===== config.mk =====
export PLATFORM = sky130hd
export DESIGN_NAME = lmt_cell
export DESIGN_NICKNAME = d
export VERILOG_FILES = /design/src/rtl/core/lmt_pkg.sv /design/src/rtl/core/lmt_cell.sv
export SDC_FILE = /design/constraint.sdc
export NUM_CORES = 1
export LEC_CHECK = 0
export BUFFER_PORTS_ARGS = -buffer_cell sky130_fd_sc_hd__buf_4
export CAP_MARGIN = 20
export CORE_MARGIN = 2
export CORE_UTILIZATION = 35
export CTS_BUF_LIST = sky130_fd_sc_hd__clkbuf_4 sky130_fd_sc_hd__clkbuf_8
export DETAILED_ROUTE_END_ITERATION = 7
export PLACE_DENSITY = 0.62
export SKIP_CTS_REPAIR_TIMING = 1
export SLEW_MARGIN = 0
export SYNTH_ARGS = -nofsm -noshare
export SYNTH_HDL_FRONTEND = slang
export SYNTH_SLANG_ARGS = --single-unit

===== constraint.sdc =====
create_clock -name clk -period 1.9 [get_ports clk]
set_clock_uncertainty 0.15 [all_clocks]
set_input_delay 0.285 -clock clk [delete_from_list [all_inputs] [get_ports clk]]
set_output_delay 0.285 -clock clk [all_outputs]
set_load 0.01 [all_outputs]

===== src/rtl/core/lmt_pkg.sv =====
// Package of the local midrange threshold block.
// Holds the sizes, register indexes, state type and cell link type.
// Used by lmt_cell and local_midrange_threshold.
package lmt_pkg;

	localparam int MAX_WINDOW = 7;
	localparam int MAX_WIDTH  = 1024;
	localparam int MAX_HEIGHT = 4096;
	localparam int MAX_RADIUS = (MAX_WINDOW - 1) / 2;

	localparam int PIX_W = 8;
	localparam int COL_W = 10;
	localparam int ROW_W = 12;
	localparam int WID_W = 11;
	localparam int HGT_W = 13;
	localparam int WIN_W = 3;
	localparam int CFG_W = 13;

	localparam int TAG_W  = $clog2(MAX_WINDOW);
	localparam int ADDR_W = $clog2(MAX_WINDOW * MAX_WIDTH);
	localparam int RAD_W  = $clog2(MAX_RADIUS + 1);

	// Cycles from the last window read until every cell has seen its pixel.
	localparam int DRAIN_CYC = MAX_WINDOW + 2;
	localparam int DRN_W     = $clog2(DRAIN_CYC + 1);

	localparam int CFG_IDX_W = 2;
	localparam logic [CFG_IDX_W-1:0] REG_WIDTH  = 2'd0;
	localparam logic [CFG_IDX_W-1:0] REG_HEIGHT = 2'd1;
	localparam logic [CFG_IDX_W-1:0] REG_WINDOW = 2'd2;

	typedef enum logic [2:0] {
		ST_IDLE,
		ST_CSTART,
		ST_SCAN,
		ST_DRAIN,
		ST_EMIT
	} state_t;

	typedef struct packed {
		logic             valid;
		logic [TAG_W-1:0] tag;
		logic [PIX_W-1:0] data;
	} link_t;

endpackage


===== src/rtl/core/lmt_cell.sv =====
// One cell of the window reduction chain.
// Keeps the maximum and minimum of one window row and passes pixels on.
// Depends on lmt_pkg.
module lmt_cell (
	input  logic                      clk,
	input  logic                      arst_n,
	input  logic                      clr,
	input  logic [lmt_pkg::TAG_W-1:0] idx,
	input  lmt_pkg::link_t            link_in,
	output lmt_pkg::link_t            link_out,
	output logic [lmt_pkg::PIX_W-1:0] acc_max,
	output logic [lmt_pkg::PIX_W-1:0] acc_min
);

	lmt_pkg::link_t            link_q;
	logic [lmt_pkg::PIX_W-1:0] max_q;
	logic [lmt_pkg::PIX_W-1:0] min_q;
	logic                      mine;

	assign mine = link_in.valid && (link_in.tag == idx);

	always_ff @(posedge clk or negedge arst_n) begin
		if (!arst_n) begin
			link_q <= '0;
			max_q  <= '0;
			min_q  <= '1;
		end else begin
			link_q <= link_in;
			if (clr) begin
				max_q <= '0;
				min_q <= '1;
			end else if (mine) begin
				if (link_in.data > max_q) max_q <= link_in.data;
				if (link_in.data < min_q) min_q <= link_in.data;
			end
		end
	end

	assign link_out = link_q;
	assign acc_max  = max_q;
	assign acc_min  = min_q;

endmodule


==> flow_metrics.tcl <==
set metrics [dict create \
    violations "setup timing" \
    grt_pass1_vias 1153 \
    numCtsBuffers 3 \
    drv_cap 0 \
    coreArea_mm2 0.00397 \
    cpMostUsedCell "a21o_1" \
    ys_seq_area_share_pct 49.5 \
    setup_viol 11 \
    hp-class "in2reg" \
    finalWorstSetupSlack_ns -0.145 \
    fin_nets 237 \
    cp_top_family "compound AO/OA/AOI/OAI gates" \
    routed_via_density 4.67 \
    relSlewSlack_pct 69.7 \
    drt_iter0_markers 56 \
    clk_pin_slew_ns 0.10 \
    setup.worst_path.class "reg2reg" \
    crit_chain "inv_2, ha_4, a21o_1, a21o_1, a211oi_2, o21a_1, buf_4, mux2i_1" \
    antenna_found_initial 0 \
    fp.dieW_um 68.1 \
    drv_slew 0 \
    synth_warnings 0 \
    outcome "complete, but fails checks" \
    finalHoldViolations 0 \
    cts_sinks 28 \
    gp_congestion 0.726 \
    vias 1181 \
    die_h_um 68.1 \
    netlist.area_leader.share_pct 34.8 \
    htreeDepth 1 \
    path_max_fanout 4 \
    syn_avg_cell_area_um2 10.6 \
    post-route-min-period_ns 2.05 \
    drt-total-wl_um 3480 \
    rows 23 \
    root_buffer "clkbuf_8" \
    async_flop_share_pct 100 \
    synth_area_leaders "dfrtp_1, dfstp_2, ha_1" \
    r2r_setup_slack_ns -0.15 \
    grt_start_max_net_pins 29 \
    overflow 0 \
    yosysUniqueCellTypes 22 \
    area_growth_pct 47.6 \
    end_kind "register" \
    initial_core_util_pct 36.2 \
    cp_slowest_stage_delay_ns 0.55 \
    synth.top_cells.by_count "dfrtp_1, nand2_1, nor2_1" \
    cp.arrival_ns 2.10 \
    rsz0062_at_grt "yes" \
    max-vdd-ir-drop_mv 0.290 \
    p_leak_uw 0.00105 \
    syn_nets 169 \
    drive_gt1_share_pct 38.4 \
    netlist_instances 136 \
    required_ns 1.96 \
    synth_top_area_cell "dfrtp_1" \
    antenna_cells 0 \
    fmax_mhz 489 \
    cts_tree "yes" \
    cpMaxStageDelayCell "dfstp_2" \
    final_antenna_net_count 0 \
    place_hpwl_um 2590 \
    ys.flop_type "dfrtp_1" \
    max_slew.worst_pin.slew_ns 0.454 \
    min_period_over_period_pct 108 \
    start_kind "register" \
    wire_per_inst_um 13.8 \
    grt_pass1_wl_um 5190 \
    drc 0 \
    netlist_area_mm2 0.00144 \
    clock_latency_ns 0.28 \
    place.port_buffers 45 \
    path_buf_inv 2 \
    die_area_mm2 0.00463 \
    ioPinCount 46 \
    dp_slack_ns -0.133 \
    drt-pass1-iter-count 4 \
    clock_path_buffers 2 \
    yosys.cell_count.top_type "dfrtp_1" \
    power_uw 1330 \
    synth_edf_count 0 \
    ys_ff_latch 28 \
    grt.total_usage_pct 15.3 \
    p_per_area_mw_per_mm2 630 \
    whs_ns 0.0128 \
]
-- registers in the layout, indices dropped and copies added, names as in the netlist --
signal	count
acc_min	8
link_out	12
acc_max	8
-- stage by stage --
| stage | area, um^2 | std cells | TNS [ns] | utilization (%) |
|---|---|---|---|---|
| 6_report | 2120 | 253 | -1.05 | 53.4 |
| 5_1_grt | 2120 | 253 | -2.55 | 53.4 |
| 4_1_cts | 2000 | 243 | -1.15 | 50.3 |
| 3_5_place_dp | 1930 | 239 | -1.13 | 48.5 |
| 3_3_place_gp | 1930 | 239 | -0.608 | 48.5 |
| 2_1_floorplan | 1460 | 136 | -1.30 | - |
-- where the power goes --
group	switching (uW)	total (uW)	internal [uW]
registers	10.2	632	622
clock network	188	470	282
logic	113	233	120
-- kinds of logic (layout without fill, tap and decap cells) --
family	count (synthesis)	count (layout)	synth area share [%]
multiplexers	16	16	11.1
AO/OA/AOI/OAI	13	13	6.97
adder cells (fa/ha/maj)	15	15	13.1
flip-flops	28	28	49.5
XOR/XNOR	3	3	1.83
AND/OR/NAND/NOR	41	41	12.0
buffers and inverters	20	87	5.49
-- path summary, 6_finish.rpt --
check,from,end,cells past startpoint
worst min-delay path,link_in[4],link_out[4]$_DFF_PN0_,1
worst max-delay path,acc_min[5]$_DFFE_PN1P_,acc_min[1]$_DFFE_PN1P_,8
worst max register to register,acc_min[5]$_DFFE_PN1P_,acc_min[1]$_DFFE_PN1P_,8
worst min register to register,acc_min[7]$_DFFE_PN1P_,acc_min[7]$_DFFE_PN1P_,2
max in group asynchronous,arst_n,acc_min[7]$_DFFE_PN1P_,2
min in group asynchronous,arst_n,link_out[10]$_DFF_PN0_,2
-- cells in the final DEF (no fill, tap or decap), drive strengths merged, types with 4 or more instances in the layout --
master	synthesis	final
buf	1	59
inv	16	16
nor2	17	17
mux2i	16	16
a21o	4	4
ha	15	15
dlygate4sd3	0	8
dfrtp	20	20
nand2	17	17
dfstp	8	8
-- layer usage --
metal  vias to the layer above  part of all wire, %  GRT usage (%)
met3                         5                  5.9           2.80
met2                        34                   52           27.7
li1                        580                    -              -
met1                       562                   41           18.1
met5                         -                    0              0
met4                         0                  1.3           5.25
-- area by class of cell --
class / instances / area [um^2]
Multi-Input combinational cell: 88 / 684
Timing Repair Buffer: 67 / 531
Fill cell: 364 / 1850
Sequential cell: 28 / 711
Clock inverter: 1 / 30.0
Tap cell: 50 / 62.6
Inverter: 16 / 60.1
Clock buffer: 3 / 41.3
Note: power is estimated with default switching activity, not from simulation.
